File: config.mk
export PLATFORM = sky130hd
export DESIGN_NAME = task_queue_with_sleep_wakeup_core
export DESIGN_NICKNAME = d
export VERILOG_FILES = /design/src/sv/tqsw_pkg.sv /design/src/sv/tqsw_ctrl.sv /design/src/sv/tqsw_dp.sv /design/src/sv/task_queue_with_sleep_wakeup_core.sv
export SDC_FILE = /design/constraint.sdc
export NUM_CORES = 1
export LEC_CHECK = 0
export BUFFER_PORTS_ARGS = -buffer_cell sky130_fd_sc_hd__buf_2
export CAP_MARGIN = 20
export CORE_MARGIN = 2
export CORE_UTILIZATION = 30
export CTS_CLUSTER_DIAMETER = 120
export DETAILED_ROUTE_END_ITERATION = 10
export SETUP_SLACK_MARGIN = 0.3
export SLEW_MARGIN = 20
export SYNTH_ARGS = -nofsm -noshare
export SYNTH_HDL_FRONTEND = slang
export SYNTH_HIERARCHICAL = 1
export SYNTH_SLANG_ARGS = --single-unit
File: constraint.sdc
create_clock -name clk -period 8.09 [get_ports clk]
set_clock_uncertainty 0.05 [all_clocks]
set_input_delay 1.618 -clock clk [delete_from_list [all_inputs] [get_ports clk]]
set_output_delay 1.618 -clock clk [all_outputs]
set_load 0.01 [all_outputs]
File: src/sv/tqsw_pkg.sv
// Shared types and constants for the task queue with timed wakeup.
// Holds operation and status codes plus the controller/datapath command and status words.
// No dependencies.
package tqsw_pkg;

	localparam logic [1:0] ACT_PUT    = 2'd0;
	localparam logic [1:0] ACT_POP    = 2'd1;
	localparam logic [1:0] ACT_REMOVE = 2'd2;
	localparam logic [1:0] ACT_TICK   = 2'd3;

	localparam logic [1:0] STAT_OK   = 2'd0;
	localparam logic [1:0] STAT_MISS = 2'd1;
	localparam logic [1:0] STAT_FULL = 2'd2;

	typedef struct packed {
		logic accept;
		logic walk_en;
		logic load_single;
		logic rel_rd;
		logic load_rel;
	} cmd_t;

	typedef struct packed {
		logic in_put;
		logic walk_done;
		logic has_rel;
		logic rel_last;
		logic out_free;
	} sts_t;

endpackage

File: src/sv/tqsw_ctrl.sv
// Controller state machine for the task queue.
// Sequences accept, the compaction walk and result delivery; depends on tqsw_pkg.
module tqsw_ctrl
	import tqsw_pkg::*;
(
	input  logic clk,
	input  logic arst_n,
	input  logic req_valid,
	output logic req_stall,
	input  sts_t sts,
	output cmd_t cmd
);

	typedef enum logic [4:0] {
		S_IDLE   = 5'b00001,
		S_WALK   = 5'b00010,
		S_SINGLE = 5'b00100,
		S_REL_RD = 5'b01000,
		S_REL_LD = 5'b10000
	} state_t;

	state_t state_q;
	state_t state_d;

	always_comb begin
		state_d = state_q;
		cmd = '0;
		case (state_q)
			S_IDLE: begin
				if (req_valid) begin
					cmd.accept = 1'b1;
					state_d = sts.in_put ? S_SINGLE : S_WALK;
				end
			end
			S_WALK: begin
				cmd.walk_en = 1'b1;
				if (sts.walk_done) begin
					state_d = sts.has_rel ? S_REL_RD : S_SINGLE;
				end
			end
			S_SINGLE: begin
				if (sts.out_free) begin
					cmd.load_single = 1'b1;
					state_d = S_IDLE;
				end
			end
			S_REL_RD: begin
				cmd.rel_rd = 1'b1;
				state_d = S_REL_LD;
			end
			S_REL_LD: begin
				if (sts.out_free) begin
					cmd.load_rel = 1'b1;
					state_d = sts.rel_last ? S_IDLE : S_REL_RD;
				end
			end
			default: begin
				state_d = S_IDLE;
			end
		endcase
	end

	always_ff @(posedge clk or negedge arst_n) begin
		if (!arst_n) begin
			state_q <= S_IDLE;
		end else begin
			state_q <= state_d;
		end
	end

	assign req_stall = (state_q != S_IDLE);

endmodule

File: src/sv/tqsw_dp.sv
// Datapath for the task queue: slot memories, released-id buffer, counters and output register.
// Driven by commands from tqsw_ctrl; depends on tqsw_pkg.
module tqsw_dp
	import tqsw_pkg::*;
#(
	parameter int DEPTH   = 16,
	parameter int ID_BITS = 8
) (
	input  logic        clk,
	input  logic        arst_n,
	input  logic [1:0]  action,
	input  logic [7:0]  task_id,
	input  logic [15:0] sleep_ticks,
	input  cmd_t        cmd,
	output sts_t        sts,
	output logic        res_valid,
	input  logic        res_stall,
	output logic [7:0]  out_id,
	output logic        out_valid,
	output logic [1:0]  status,
	output logic [4:0]  entry_total,
	output logic        is_empty,
	output logic [7:0]  head_id,
	output logic        last
);

	localparam int AW = (DEPTH > 1) ? $clog2(DEPTH) : 1;
	localparam int CW = $clog2(DEPTH + 1);

	logic [ID_BITS-1:0] slot_ids [DEPTH];
	logic [15:0]        slot_ticks [DEPTH];
	logic [ID_BITS-1:0] rel_ids [DEPTH];

	logic [1:0]         op_q;
	logic [ID_BITS-1:0] id_q;
	logic               full_q;
	logic               found_q;
	logic [ID_BITS-1:0] pop_id_q;
	logic [CW-1:0]      fill_q;
	logic [ID_BITS-1:0] head_q;
	logic [CW-1:0]      rd_q;
	logic [CW-1:0]      wr_q;
	logic [CW-1:0]      rel_cnt_q;
	logic [CW-1:0]      emit_q;

	logic               pend_s1;
	logic               first_s1;
	logic [ID_BITS-1:0] id_s1;
	logic [15:0]        tk_s1;
	logic [ID_BITS-1:0] rel_s1;

	logic               res_valid_q;
	logic [7:0]         out_id_q;
	logic               out_vld_q;
	logic [1:0]         status_q;
	logic [4:0]         total_q;
	logic               empty_q;
	logic [7:0]         head_out_q;
	logic               last_q;

	logic [ID_BITS-1:0] id_in;
	logic               put_ok;
	logic               issue;
	logic               drop;
	logic               keep;
	logic               mem_we;
	logic [AW-1:0]      mem_addr;
	logic [ID_BITS-1:0] mem_id;
	logic [15:0]        mem_tk;
	logic               rel_we;

	assign id_in  = ID_BITS'(task_id);
	assign put_ok = (fill_q < CW'(DEPTH));
	assign issue  = cmd.walk_en && (rd_q < fill_q);

	always_comb begin
		case (op_q)
			ACT_POP:    drop = first_s1;
			ACT_REMOVE: drop = !found_q && (id_s1 == id_q);
			ACT_TICK:   drop = (tk_s1 <= 16'd1);
			default:    drop = 1'b0;
		endcase
	end

	assign keep   = cmd.walk_en && pend_s1 && !drop;
	assign rel_we = cmd.walk_en && pend_s1 && drop && (op_q == ACT_TICK);

	always_comb begin
		mem_we   = 1'b0;
		mem_addr = wr_q[AW-1:0];
		mem_id   = id_s1;
		mem_tk   = (op_q == ACT_TICK) ? (tk_s1 - 16'd1) : tk_s1;
		if (cmd.accept && sts.in_put) begin
			mem_we   = put_ok;
			mem_addr = fill_q[AW-1:0];
			mem_id   = id_in;
			mem_tk   = sleep_ticks;
		end else if (keep) begin
			mem_we = 1'b1;
		end
	end

	always_ff @(posedge clk) begin
		if (mem_we) begin
			slot_ids[mem_addr]   <= mem_id;
			slot_ticks[mem_addr] <= mem_tk;
		end
		if (issue) begin
			id_s1 <= slot_ids[rd_q[AW-1:0]];
			tk_s1 <= slot_ticks[rd_q[AW-1:0]];
		end
		if (rel_we) begin
			rel_ids[rel_cnt_q[AW-1:0]] <= id_s1;
		end
		if (cmd.rel_rd) begin
			rel_s1 <= rel_ids[emit_q[AW-1:0]];
		end
	end

	always_ff @(posedge clk or negedge arst_n) begin
		if (!arst_n) begin
			op_q      <= ACT_PUT;
			id_q      <= '0;
			full_q    <= 1'b0;
			found_q   <= 1'b0;
			pop_id_q  <= '0;
			fill_q    <= '0;
			head_q    <= '0;
			rd_q      <= '0;
			wr_q      <= '0;
			rel_cnt_q <= '0;
			emit_q    <= '0;
			pend_s1   <= 1'b0;
			first_s1  <= 1'b0;
		end else begin
			if (cmd.accept) begin
				op_q      <= action;
				id_q      <= id_in;
				found_q   <= 1'b0;
				rd_q      <= '0;
				wr_q      <= '0;
				rel_cnt_q <= '0;
				emit_q    <= '0;
				pend_s1   <= 1'b0;
				if (sts.in_put) begin
					full_q <= !put_ok;
					if (put_ok) begin
						fill_q <= fill_q + CW'(1);
						if (fill_q == '0) begin
							head_q <= id_in;
						end
					end
				end else begin
					head_q <= '0;
				end
			end
			if (cmd.walk_en) begin
				pend_s1  <= issue;
				first_s1 <= (rd_q == '0);
				if (issue) begin
					rd_q <= rd_q + CW'(1);
				end
				if (pend_s1 && drop) begin
					found_q  <= 1'b1;
					pop_id_q <= id_s1;
				end
				if (rel_we) begin
					rel_cnt_q <= rel_cnt_q + CW'(1);
				end
				if (keep) begin
					wr_q <= wr_q + CW'(1);
					if (wr_q == '0) begin
						head_q <= id_s1;
					end
				end
				if (sts.walk_done) begin
					fill_q <= wr_q;
				end
			end
			if (cmd.load_rel) begin
				emit_q <= emit_q + CW'(1);
			end
		end
	end

	assign sts.in_put    = (action == ACT_PUT);
	assign sts.walk_done = (rd_q == fill_q) && !pend_s1;
	assign sts.has_rel   = (rel_cnt_q != '0);
	assign sts.rel_last  = ((emit_q + CW'(1)) == rel_cnt_q);
	assign sts.out_free  = !res_valid_q || !res_stall;

	always_ff @(posedge clk or negedge arst_n) begin
		if (!arst_n) begin
			res_valid_q <= 1'b0;
		end else if (cmd.load_single || cmd.load_rel) begin
			res_valid_q <= 1'b1;
		end else if (!res_stall) begin
			res_valid_q <= 1'b0;
		end
	end

	always_ff @(posedge clk) begin
		if (cmd.load_single || cmd.load_rel) begin
			total_q    <= 5'(fill_q);
			empty_q    <= (fill_q == '0);
			head_out_q <= 8'(head_q);
		end
		if (cmd.load_rel) begin
			out_id_q  <= 8'(rel_s1);
			out_vld_q <= 1'b1;
			status_q  <= STAT_OK;
			last_q    <= sts.rel_last;
		end else if (cmd.load_single) begin
			last_q <= 1'b1;
			case (op_q)
				ACT_PUT: begin
					out_id_q  <= '0;
					out_vld_q <= 1'b0;
					status_q  <= full_q ? STAT_FULL : STAT_OK;
				end
				ACT_POP: begin
					out_id_q  <= found_q ? 8'(pop_id_q) : 8'd0;
					out_vld_q <= found_q;
					status_q  <= found_q ? STAT_OK : STAT_MISS;
				end
				ACT_REMOVE: begin
					out_id_q  <= '0;
					out_vld_q <= 1'b0;
					status_q  <= found_q ? STAT_OK : STAT_MISS;
				end
				default: begin
					out_id_q  <= '0;
					out_vld_q <= 1'b0;
					status_q  <= STAT_OK;
				end
			endcase
		end
	end

	assign res_valid   = res_valid_q;
	assign out_id      = out_id_q;
	assign out_valid   = out_vld_q;
	assign status      = status_q;
	assign entry_total = total_q;
	assign is_empty    = empty_q;
	assign head_id     = head_out_q;
	assign last        = last_q;

endmodule

File: src/sv/task_queue_with_sleep_wakeup_core.sv
// Task queue with timed wakeup: put, pop, remove by id and tick over up to DEPTH entries.
// Put goes straight to its result load; pop, remove and tick walk every held entry through
// one memory read port, and a tick then reads each released word from the release buffer
// before loading it into the result register. One item is in work at a time.
// The result register lets the next item be accepted while the last word waits.
// Reset clears the fill count, head and handshake state; slot memories are not cleared.
module task_queue_with_sleep_wakeup_core
	import tqsw_pkg::*;
#(
	parameter int DEPTH   = 16,
	parameter int ID_BITS = 8
) (
	input  logic        clk,
	input  logic        arst_n,
	input  logic        req_valid,
	output logic        req_stall,
	input  logic [1:0]  action,
	input  logic [7:0]  task_id,
	input  logic [15:0] sleep_ticks,
	output logic        res_valid,
	input  logic        res_stall,
	output logic [7:0]  out_id,
	output logic        out_valid,
	output logic [1:0]  status,
	output logic [4:0]  entry_total,
	output logic        is_empty,
	output logic [7:0]  head_id,
	output logic        last
);

	cmd_t cmd;
	sts_t sts;

	tqsw_ctrl u_ctrl (
		.clk       (clk),
		.arst_n    (arst_n),
		.req_valid (req_valid),
		.req_stall (req_stall),
		.sts       (sts),
		.cmd       (cmd)
	);

	tqsw_dp #(
		.DEPTH   (DEPTH),
		.ID_BITS (ID_BITS)
	) u_dp (
		.clk         (clk),
		.arst_n      (arst_n),
		.action      (action),
		.task_id     (task_id),
		.sleep_ticks (sleep_ticks),
		.cmd         (cmd),
		.sts         (sts),
		.res_valid   (res_valid),
		.res_stall   (res_stall),
		.out_id      (out_id),
		.out_valid   (out_valid),
		.status      (status),
		.entry_total (entry_total),
		.is_empty    (is_empty),
		.head_id     (head_id),
		.last        (last)
	);

	a_load_free: assert property (@(posedge clk) disable iff (!arst_n)
		(cmd.load_single || cmd.load_rel) |-> sts.out_free)
		else $error("Result loaded while the output word was still held.");

	a_rel_present: assert property (@(posedge clk) disable iff (!arst_n)
		cmd.load_rel |-> sts.has_rel)
		else $error("Released word emitted with an empty release buffer.");

	a_cmd_excl: assert property (@(posedge clk) disable iff (!arst_n)
		$onehot0({cmd.accept, cmd.walk_en, cmd.load_single, cmd.rel_rd, cmd.load_rel}))
		else $error("Controller issued more than one command in a cycle.");

	a_busy_after_accept: assert property (@(posedge clk) disable iff (!arst_n)
		cmd.accept |=> req_stall)
		else $error("Input not stalled while an item is in work.");

endmodule
== After elaboration in Yosys (flattened, before gate mapping) ==
Memory sizes are Yosys's and may differ from the RTL's. A register that Yosys moved wholly into a read port is not among the register bits.
Cells that the tools add are included.
Operators by class
  order comparisons: 3
  reductions and logical operators: 30
  $add $sub $neg: 6
  multiplexer cells: 66
  equality and inequality tests: 17
Operator list (count)
  5-bit two-way mux: 20
  8-bit two-way mux: 12
  16-bit two-way mux: 2
  5-bit by 1-bit adder with 5-bit output, second input constant: 5
  5-bit case mux with 5 select lines: 1
  1-bit two-way mux: 24
  16-bit by 1-bit less-or-equal comparator with 1-bit output, second input constant: 1
  16-bit by 1-bit subtractor with 16-bit output, second input constant: 1
  5-bit logical NOT: 3
  4-bit two-way mux: 3
  5-bit == test: 2
  1-bit logical AND: 9
  8-bit == test: 1
  2-bit != test, second input constant: 4
  1-bit logical NOT: 6
  2-bit nonzero test: 3
  5-bit by 1-bit == test with 1-bit output, second input constant: 1
  5-bit by 2-bit == test with 1-bit output, second input constant: 1
  5-bit by 3-bit == test with 1-bit output, second input constant: 1
  5-bit by 4-bit == test with 1-bit output, second input constant: 1
  5-bit == test, second input constant: 1
  5-bit less-than comparator: 1
  5-bit less-than comparator, second input constant: 1
  5-bit by 1-bit != test with 1-bit output, second input constant: 1
  other kinds (13): 17
Word-level totals
  memories: 3
  word-level logic and storage cells: 147
  input port bits: 30
  RAM bits: 512
  register bits: 87
Memories
  u_dp.slot_ticks: depth 16, bits a word 16, read ports 1, clocked after memory_dff 1, write ports 1, line tqsw_dp.sv:31  | logic [15:0] slot_ticks [DEPTH];
  u_dp.rel_ids: depth 16, bits a word 8, read ports 1, clocked after memory_dff 1, write ports 1, line tqsw_dp.sv:32  | logic [ID_BITS-1:0] rel_ids [DEPTH];
  u_dp.slot_ids: depth 16, bits a word 8, read ports 1, clocked after memory_dff 1, write ports 1, line tqsw_dp.sv:30  | logic [ID_BITS-1:0] slot_ids [DEPTH];

== Depth between registers and ports, before layout ==
Gate-level depths: netlist (run 1).
  depth after elaboration: 9
  mapped depth: 11
  depth with buffers taken out: 9

== Modules after synthesis ==
The synthesis (run 1) kept the hierarchy.
Modules (own cells, without submodules)
  tqsw_dp: seq. area each 18487.7 um^2, cells each 1277, area an instance 25062.8 um^2, instances 1
  tqsw_ctrl: seq. area each 126.4 um^2, cells each 43, area an instance 362.8 um^2, instances 1

== Worst setup path after synthesis (run 1) ==
No wires, ideal clock.
  path kind: input to register
  start point: in req_valid
  end point: mem u_dp.slot_ids[0][0], enable pin
  data required time: 7627 ps
  slack: 3507 ps
  path buffers: 1
  stages: 7
  data arrival time: 4120 ps
  library setup time: 413 ps
  path through: nand2_1 > inv_1 > or3b_2 > clkbuf_1 > nor2_2 > nand3_1 > a21oi_1
RTL lines
  start: declaration: line task_queue_with_sleep_wakeup_core.sv:15  | input logic req_valid,
  end: declaration: line tqsw_dp.sv:30

==> results of run 1 <==
==> where the power goes <==
| group | total (mW) | internal (mW) | switching (mW) |
|---|---|---|---|
| logic | 1.26 | 0.584 | 0.672 |
| clock network | 3.13 | 1.87 | 1.26 |
| registers | 4.07 | 3.87 | 0.202 |
==> state kept, by name, indices dropped and copies added, names as in the netlist, 8 cells and up <==
name	flops
u_dp/head_id	8
u_dp/head_q	8
u_dp/id_q	8
u_dp/id_s1	8
u_dp/out_id	8
u_dp/pop_id_q	8
u_dp/rel_ids	128
u_dp/rel_s1	8
u_dp/slot_ids	128
u_dp/slot_ticks	256
u_dp/tk_s1	16
==> cell families after synthesis <==
family                     count (synthesis)  synth area share, %
muxes                                    184                 15.2
buffers and inverters                     88                 1.48
adders and majority gates                 24                 1.18
AOI/OAI and AO/OA                        118                 2.89
and+or+nand+nor                          243                 4.92
DFF                                      631                 73.2
xor gates and xnor gates                  32                 1.10
==> through the flow <==
| step | area [sq um] | setup WS [ns] | utilization (%) | hold WS (ns) | total power [mW] |
|---|---|---|---|---|---|
| after floorplan | 25400 | 3.51 | - | 0.375 | 4.97 |
| after global placement | 27200 | 2.72 | 32.4 | 0.398 | 5.35 |
| after detailed placement | 27200 | 2.54 | 32.4 | 0.398 | 5.39 |
| after CTS | 29500 | 2.98 | 35.2 | 0.412 | 8.54 |
| after global routing | 29700 | 2.83 | 35.5 | 0.422 | 8.80 |
| final | 29700 | 3.06 | 35.5 | 0.414 | 8.46 |
==> placed cells by master, fill, tap and decap left out, drive strengths merged, types with 5 or more instances in the layout <==
cell type	netlist	routed
edfxtp	567	567
mux4	160	160
buf	34	88
nand2	87	87
clkbuf	31	84
dfrtp	60	60
o21ai	44	44
nor2	31	31
a21oi	29	29
clkinv	1	27
inv	22	25
ha	24	24
nand3	20	20
mux2	20	20
xnor2	18	18
and3	17	17
nand4	16	16
nor3	16	16
xor2	14	14
nor2b	10	10
nor4	10	10
nand2b	9	9
a22oi	9	9
a31oi	9	9
bufinv	0	8
nor3b	6	6
and2	5	5
==> path summary, 6_finish.rpt <==
kind	start	end	slack, ns	cells after the start
min in group asynchronous	arst_n	u_dp/pop_id_q[2]$_DFFE_PN0P_	1.12	2
min reg2reg	u_dp/head_q[1]$_DFF_PN0_	u_dp/head_id[1]$_DFFE_PP_	0.41	0
max in group asynchronous	arst_n	u_dp/rd_q[0]$_DFF_PN0_	6.20	2
min	u_dp/head_q[1]$_DFF_PN0_	u_dp/head_id[1]$_DFFE_PP_	0.41	0
max reg2reg	u_ctrl/state_q[4]$_DFFE_PN0P_	u_dp/slot_ticks[7][2]$_DFFE_PP_	3.06	8
max	u_ctrl/state_q[4]$_DFFE_PN0P_	u_dp/slot_ticks[7][2]$_DFFE_PP_	3.06	8
==> Yosys cell counts (2+ instances only) <==
cell type  count  area, sq um
or2_2          4         25.0
buf_1          8         30.0
nor2_1        30          113
a21oi_1       26          130
nor3b_2        2         25.0
xnor2_1       18          158
dfrtp_1       60         1500
a22oi_1        9         67.6
and2_1         5         31.3
xor2_1        14          123
inv_1         21         78.8
mux2i_1        4         40.0
o21ai_1        4         20.0
buf_4          2         15.0
nor2b_1       10         62.6
dfxtp_1        3         60.1
clkbuf_1      30          113
nor4_1         8         50.1
nand3b_1       3         22.5
nand4b_1       2         17.5
ha_1          24          300
nand4_1       16          100
a31oi_1        9         56.3
a211o_1        3         26.3
buf_2         23          115
mux2_2        20          225
a21oi_2        2         17.5
mux4_2       160         3600
o21ai_0       40          200
o31ai_1        4         30.0
and3_1        17          106
a221o_1        4         40.0
nor3b_1        4         30.0
o21bai_1       2         15.0
nor3_1        16         80.1
nand3_1       20          100
o22ai_1        4         25.0
edfxtp_1     567        17000
a21o_1         4         30.0
nand2b_1       9         56.3
nand2_1       87          327
==> cell type report <==
cell class                 count  area, sq um  share of cell area, %
timing repair buffer          88          696                   2.34
antenna                        3         7.51                 0.0252
sequential                   631        18600                   62.6
clock buffer                  84         1810                   6.10
inverter                      23         86.3                  0.290
multi-input combinational    601         6630                   22.3
tap                         1134         1420                   4.77
clock inverter                39          460                   1.55
==> critical path, delay by kind of cell (launching register included) <==
kind,cells,cell delay (ns)
AO/OA/AOI/OAI,1,1.00
buffers and inverters,1,0.62
flip-flops,1,0.49
AND/OR/NAND/NOR,6,2.43
==> metal layers <==
metal	wire length (um)	vias up	part of all wire, %
met5	0	-	0
li1	-	5549	-
met2	26700	385	48
met1	24300	6721	44
met3	3100	79	5.6
met4	1040	0	1.9
==> impl_metrics.yaml, run 1 <==
power:
  power_density_mw_per_mm2: 284
  power.leakage_nw: 9.45
  max-vdd-ir-drop_uv: 142
global_route:
  grt_use_met3_pct: 2.56
  grt_pass1_vias: 13117
  grt-busiest-layer: "met2"
  antenna_found_initial: 3
  grt_use_met2_pct: 20.5
  grt_max_degree: 62
  globalRouteMet1Util_pct: 17.7
  grt_use_total_pct: 12.8
  grt_overflow: 0
  grt_first_pass_wirelength_um: 83700
setup_path:
  path_cells: "or3_1 -> nor3b_2 -> nand2_1 -> inv_1 -> or3b_2 -> nor2_2 -> nand3_1 -> a21oi_4"
  end_kind: "flop"
  crit_required_ns: 8.23
  critPathMaxFanout: 24
  worstPathArrival_ns: 5.16
  cp_slowest_stage_delay_ns: 1.00
  cpMaxStageDelayCell: "a21oi_4"
  crit_type: "reg2reg"
  start_kind: "flop"
floorplanning:
  die_w_um: 295
  ios: 58
  die_h_um: 295
  die_area_sq_mm: 0.0871
  core_sq_mm: 0.0838
  start_util_pct: 30.3
  rows: 106
logic_synthesis:
  ys.flop_type: "edfxtp_1"
  syn-num-nets: 1374
  synth_edf_count: 567
  yosysSeqAreaShare_pct: 73.2
  synth.ff_latch_count: 631
  ys.warnings.count: 6
  avgSynthCellArea_sq_um: 19.3
  ys_types: 63
  syn_inst: 1320
  synth_area_sq_mm: 0.0254
  synth-async-reset-ratio_pct: 9.67
placed_design:
  dp_hpwl_um: 33000
  port_buffers: 57
  dp.cells: 2468
  gp_congestion: 0.769
clock_tree:
  post_cts_resized: 0
  cts_root_buffer: "clkbuf_16"
  cts_max_path_buffers: 3
  cts_sinks: 631
  cts_hold_buf: 0
  clk-insertion-delay-late_ns: 0.61
  h-tree-depth: 3
  post_cts_buffers: 0
  cts_tree: "yes"
  numCtsBuffers: 68
  clk_pin_slew_ns: 0.06
drt:
  drt_iter0_drc: 1101
  drc: 0
  vias: 12734
  ant_nets: 0
  dr.pass1.iters: 6
  routed_wl_um: 55200
  vias_per_cell: 4.89
  routedWlPerCell_um: 21.2
timing:
  hold_viol: 0
  setup_viol: 0
  max_freq_mhz: 199
  maxSlewViolCount: 0
  min_period_ns: 5.03
  slew_headroom_pct: 25.2
  fin_crit_sh_pct: 62.1
  tns_ns: 0
  rsz0062_at_grt: "false"
  worst_pin_slew_ns: 1.12
cells_and_area:
  drive_gt1_share_pct: 27.6
  layout.cells.non_filler: 2603
  fillers: 7792
  syn2layout_area_growth_pct: 17.0
  nets: 1467
hold_path:
  hold_path.class: "reg2reg"
run:
  drv_cap: 0
status:
  outcome: "finished clean"
No activity file was read; power rests on OpenSTA's default activity.
==> run 2, diff against run 1 <==
==> constraint.sdc (replaced) <==
create_clock -name clk -period 4.1 [get_ports clk]
set_clock_uncertainty 0.05 [all_clocks]
set_input_delay 0.82 -clock clk [delete_from_list [all_inputs] [get_ports clk]]
set_output_delay 0.82 -clock clk [all_outputs]
set_load 0.01 [all_outputs]
==> impl_metrics.yaml, run 2 (synthesized netlist as in run 1, its figures left out) <==
clock_tree:
  clk-insertion-delay-late_ns: 0.60
  cts_sinks: 631
  cts_tree: "yes"
  numCtsBuffers: 66
  cts_root_buffer: "clkbuf_16"
  h-tree-depth: 3
  clk_pin_slew_ns: 0.06
  cts_max_path_buffers: 3
  cts_hold_buf: 0
timing:
  rsz0062_at_grt: "true"
  worst_pin_slew_ns: 0.820
  maxSlewViolCount: 0
  hold_viol: 0
  fin_crit_sh_pct: 90.1
  slew_headroom_pct: 44.9
  min_period_ns: 3.69
  setup_viol: 0
  max_freq_mhz: 271
setup_path:
  path_cells: "or3_1 -> nor3b_2 -> nand2_1 -> inv_1 -> or3b_2 -> nor2_4 -> nand3_2 -> a21oi_4 -> buf_12"
  cp_slowest_stage_delay_ns: 0.52
  cpMaxStageDelayCell: "or3b_2"
  path_delay_family: "simple AND/OR/NAND/NOR gates"
  crit_start: "u_ctrl/state_q[4]$_DFFE_PN0P_"
  worstPathArrival_ns: 3.95
  crit_type: "reg2reg"
  start_kind: "flop"
  critPathMaxFanout: 17
  r2r_start: "u_ctrl/state_q[4]$_DFFE_PN0P_"
  end_kind: "flop"
  cp_num_buf_inv: 2
  crit_required_ns: 4.36
drt:
  routed_wl_um: 59600
  vias_per_cell: 4.99
  drc: 0
  drt_iter0_drc: 1377
  vias: 13165
  ant_nets: 0
  routedWlPerCell_um: 22.6
  dr.pass1.iters: 5
placed_design:
  port_buffers: 57
  dp_hpwl_um: 39900
  gp_congestion: 0.797
cells_and_area:
  nets: 1508
  top_register: "u_dp/slot_ticks"
  antennaDiodeCount: 0
  syn2layout_area_growth_pct: 17.8
  drive_gt1_share_pct: 30.0
  layout_commonest_cell: "edfxtp_1"
  final_cell_mix: "edfxtp_1, mux4_2, nand2_1"
  fin_util_pct: 35.7
  largest_register_ffs: 256
floorplanning:
  rows: 106
  die_h_um: 295
  start_util_pct: 30.3
  die_w_um: 295
  core_sq_mm: 0.0838
  die_area_sq_mm: 0.0871
  ios: 58
global_route:
  grt_first_pass_wirelength_um: 88200
  grt_max_degree: 100
  grt_overflow: 0
  grt_use_total_pct: 13.7
  grt_pass1_vias: 13201
  antenna_found_initial: 2
hold_path:
  hold_path.class: "in2async"
status:
  outcome: "finished clean"
power:
  power_density_mw_per_mm2: 557
  max-vdd-ir-drop_uv: 285
  power.leakage_nw: 9.62
  power.total_mw: 16.7
run:
  drv_cap: 0
## run 2: where the power goes
part	total [mW]	switching (mW)	leakage, nW	internal (mW)
logic	2.98	1.74	2.67	1.24
registers	7.85	0.228	5.89	7.63
clock network	5.86	2.49	1.06	3.37
total	16.7	4.46	9.62	12.2
## run 2: worst paths after layout
check | slack [ns] | cells past startpoint | end
hold reg to reg | 0.41 | 0 | u_dp/head_id[5]$_DFFE_PP_
hold / removal | 0.20 | 1 | u_dp/pop_id_q[1]$_DFFE_PN0P_
min in group clk | 0.37 | 2 | u_ctrl/state_q[0]$_DFFE_PN1P_
setup / recovery | 0.41 | 9 | u_dp/slot_ids[12][5]$_DFFE_PP_
max in group asynchronous | 3.17 | 2 | u_dp/wr_q[3]$_DFF_PN0_
setup reg to reg | 0.41 | 9 | u_dp/slot_ids[12][5]$_DFFE_PP_
## run 2: metrics by stage
| stage | TNS (ns) | cells | instance area [sq um] | setup WS (ns) | hold WS (ns) |
|---|---|---|---|---|---|
| 2_1_floorplan | -7.14 | 1320 | 25400 | -0.0186 | 0.375 |
| 3_3_place_gp | 0 | 2516 | 27700 | 0.148 | 0.393 |
| 3_5_place_dp | 0 | 2516 | 27700 | 0.119 | 0.401 |
| 4_1_cts | 0 | 2640 | 29900 | 0.155 | 0.184 |
| 5_1_grt | 0 | 2640 | 30000 | 0.281 | 0.227 |
| 6_report | 0 | 2640 | 30000 | 0.406 | 0.196 |
## run 2: layout make-up
type | count | area [sq um]
clock buffer | 82 | 1770
clock inverter | 38 | 374
fill | 7835 | 53900
inverter | 23 | 86.3
multi-input combinational | 601 | 6660
sequential | 631 | 18600
tap | 1134 | 1420
timing repair buffer | 131 | 1020
## run 2: routing by layer
metal  part of all wire [%]  vias to the layer above  wire length, um  GRT usage [%]
met4                    1.5                        2              902           3.31
met2                     45                      469            26900           20.6
met1                     46                     7001            27500           20.4
met5                  0.022                        -               13              0
met3                    7.2                       71             4280           2.83
li1                       -                     5622                -              -
## run 2: worst register-to-register path: stages, from the launching register on
cell,delay [ns]
dfrtp_1,0.49
or3_1,0.44
nor3b_2,0.29
nand2_1,0.12
inv_1,0.21
or3b_2,0.52
nor2_4,0.31
nand3_2,0.29
a21oi_4,0.44
buf_12,0.23
## run 2: repair_timing
item / 4_1_cts / 5_1_grt
setup endpoints to repair: 293 / 520
setup buffers: 4 / 0
pin swaps: 4 / 0
gates resized for setup: 0 / 5
==> run 3, diff against run 2 <==
--- a/config.mk
+++ b/config.mk
@@ -5,15 +5,15 @@
 export SDC_FILE = /design/constraint.sdc
 export NUM_CORES = 1
 export LEC_CHECK = 0
-export BUFFER_PORTS_ARGS = -buffer_cell sky130_fd_sc_hd__buf_2
+export BUFFER_PORTS_ARGS = -buffer_cell sky130_fd_sc_hd__buf_4
 export CAP_MARGIN = 20
 export CORE_MARGIN = 2
 export CORE_UTILIZATION = 30
 export CTS_CLUSTER_DIAMETER = 120
 export DETAILED_ROUTE_END_ITERATION = 10
 export SETUP_SLACK_MARGIN = 0.3
+export SKIP_LAST_GASP = 1
 export SLEW_MARGIN = 20
 export SYNTH_ARGS = -nofsm -noshare
 export SYNTH_HDL_FRONTEND = slang
-export SYNTH_HIERARCHICAL = 1
 export SYNTH_SLANG_ARGS = --single-unit
==> impl_metrics.yaml, run 3 <==
timing:
  rsz0062_at_grt: "false"
  fin_crit_sh_pct: 77.3
  min_period_ns: 3.17
  setup_ws_ns: 0.930
  setup_viol: 0
  hold_viol: 0
  maxSlewViolCount: 0
  tns_ns: 0
  whs_ns: 0.225
  worst_pin_slew_ns: 1.11
  max_freq_mhz: 315
  slew_headroom_pct: 25.2
logic_synthesis:
  synthTopCellsByCount: "edfxtp_1, mux4_2, nand2_1, dfrtp_1, nor3_1"
  ys.warnings.count: 0
  synth-simple-area-share_pct: 4.76
  synth.ff_latch_count: 631
  syn_inst: 1305
  synth-async-reset-ratio_pct: 9.67
  synth_edf_count: 567
  synth_top_family_by_area: "multiplexers"
  synth-xor-area-share_pct: 1.28
  synth-adder-area-share_pct: 1.18
  ys_types: 58
  synth.largest_area_cell: "edfxtp_1"
  synth_top_area_share_pct: 67.1
  synthMuxAreaShare_pct: 16.0
  ys.flop_type: "edfxtp_1"
  avgSynthCellArea_sq_um: 19.4
  yosysSeqAreaShare_pct: 73.4
  synth_area_sq_mm: 0.0254
  syn-num-nets: 1359
  synth_most_common_cell: "edfxtp_1"
  synthTopCellsByArea: "edfxtp_1, mux4_2, dfrtp_1"
  synth-compound-area-share_pct: 2.07
hold_path:
  hold_path.class: "in2async"
placed_design:
  port_buffers: 57
  dp.cells: 2501
  placed_area_sq_mm: 0.0276
  preCtsSetupSlack_ns: 0.870
  gp_congestion: 0.831
  dp_hpwl_um: 38500
power:
  max-vdd-ir-drop_uv: 338
  power_density_mw_per_mm2: 554
  power.leakage_nw: 9.54
global_route:
  grt_first_pass_wirelength_um: 85300
  grt_use_total_pct: 13.3
  grt_overflow: 0
  grt_pass1_vias: 12883
  antenna_found_initial: 4
  grt_max_degree: 71
clock_tree:
  cts_sinks: 631
  cts_max_path_buffers: 3
  clk_pin_slew_ns: 0.06
  cts_root_buffer: "clkbuf_16"
  clk-insertion-delay-late_ns: 0.63
  cts_hold_buf: 0
  numCtsBuffers: 60
  cts_tree: "yes"
  h-tree-depth: 2
  post_cts_buffers: 0
  post_cts_resized: 0
setup_path:
  worstPathArrival_ns: 3.46
  cp_slowest_stage_delay_ns: 0.62
  start_kind: "flop"
  path_cells: "or3_4 -> or4_4 -> o31a_1 -> a21oi_4 -> nor3_2 -> buf_4"
  r2r_cells: 6
  crit_type: "reg2reg"
  end_kind: "flop"
  critPathMaxFanout: 23
  worst-path-stages: 6
  cpMaxStageDelayCell: "a21oi_4"
  path_delay_family: "compound AO/OA/AOI/OAI gates"
  crit_required_ns: 4.39
  cp_num_buf_inv: 1
drt:
  routed_wl_um: 57900
  vias: 12841
  ant_nets: 0
  vias_per_cell: 4.92
  routedWlPerCell_um: 22.2
  dr.pass1.iters: 6
  drc: 0
  drt_iter0_drc: 1631
cells_and_area:
  syn2layout_area_growth_pct: 16.7
  top_register: "u_dp.slot_ticks"
  antennaDiodeCount: 0
  stdcell_area_sq_mm: 0.0296
  largest_register_ffs: 256
  final_cell_mix: "edfxtp_1, mux4_2, buf_4"
  layout_commonest_cell: "edfxtp_1"
  nets: 1485
  drive_gt1_share_pct: 29.7
  layout.cells.non_filler: 2612
floorplanning:
  core_sq_mm: 0.0837
  die_area_sq_mm: 0.0869
  die_w_um: 295
  die_h_um: 295
  start_util_pct: 30.3
  ios: 58
  rows: 106
run:
  drv_cap: 0
status:
  outcome: "finished clean"
==> run 3: changes by cell type after synthesis, moves of 9 or more <==
cell      change
a22oi_1       -9
and3_1       -13
buf_2        -13
clkbuf_1     +12
nand4_1      -10
nor2_1       +12
nor3_1       +28
o21ai_0      -21
xnor2_1      +10
==> run 3: routing by layer <==
layer	vias to the layer above	part of all wire (%)	global-route usage, %
met5	-	0	0
met4	0	1.8	3.37
met3	78	7.3	2.45
met2	446	44	19.5
met1	6784	47	20.3
li1	5533	-	-
==> run 3: power breakdown <==
group,leakage (nW),internal [mW],switching (mW),total (mW)
combinational,2.66,1.26,1.75,3.01
clock,0.953,3.18,2.35,5.53
sequential,5.92,7.61,0.263,7.87
total,9.54,12.0,4.36,16.4
==> run 3: per-stage QoR <==
stage,utilization [%],total power [mW]
6_report,35.4,16.4
5_1_grt,35.4,17.0
2_1_floorplan,-,9.77
3_3_place_gp,33.0,10.9
4_1_cts,35.3,16.5
3_5_place_dp,33.0,11.0
==> run 3: cell type report <==
cell class / instances / area, sq um
fillers: 7754 / 54100
flip-flops and latches: 631 / 18600
multi-input cells: 591 / 6520
clock buffers: 85 / 1690
well taps: 1134 / 1420
repair buffers: 127 / 1020
clock inverters: 24 / 268
inverters: 20 / 75.1
==> run 3: final timing paths <==
| kind | slack, ns | to | start |
|---|---|---|---|
| worst min-delay path | 0.23 | u_dp.pop_id_q[6]$_DFFE_PN0P_ | arst_n |
| min in group clk | 0.39 | u_dp.id_q[0]$_DFFE_PN0P_ | task_id[0] |
| max in group asynchronous | 3.11 | u_dp.rd_q[0]$_DFF_PN0_ | arst_n |
| worst max-delay path | 0.93 | u_dp.slot_ticks[15][1]$_DFFE_PP_ | u_dp.tk_s1[5]$_DFFE_PP_ |
| worst max register to register | 0.93 | u_dp.slot_ticks[15][1]$_DFFE_PP_ | u_dp.tk_s1[5]$_DFFE_PP_ |
| worst min register to register | 0.40 | u_dp.head_id[4]$_DFFE_PP_ | u_dp.head_q[4]$_DFF_PN0_ |
==> run 3: worst reg2reg max path, stage by stage, from the launching register on <==
cell and delay (ns):
edfxtp_1 0.43, or3_4 0.42, or4_4 0.49, o31a_1 0.44
a21oi_4 0.63, nor3_2 0.13, buf_4 0.28
==> run 3: kinds of logic (layout without fill, tap and decap cells) <==
kind of cell	after synthesis	in the layout
XOR/XNOR	37	37
AND/OR/NAND/NOR	250	250
multiplexers	200	200
buffers and inverters	83	256
adder cells (fa/ha/maj)	24	24
AO/OA/AOI/OAI	80	80
flip-flops	631	631
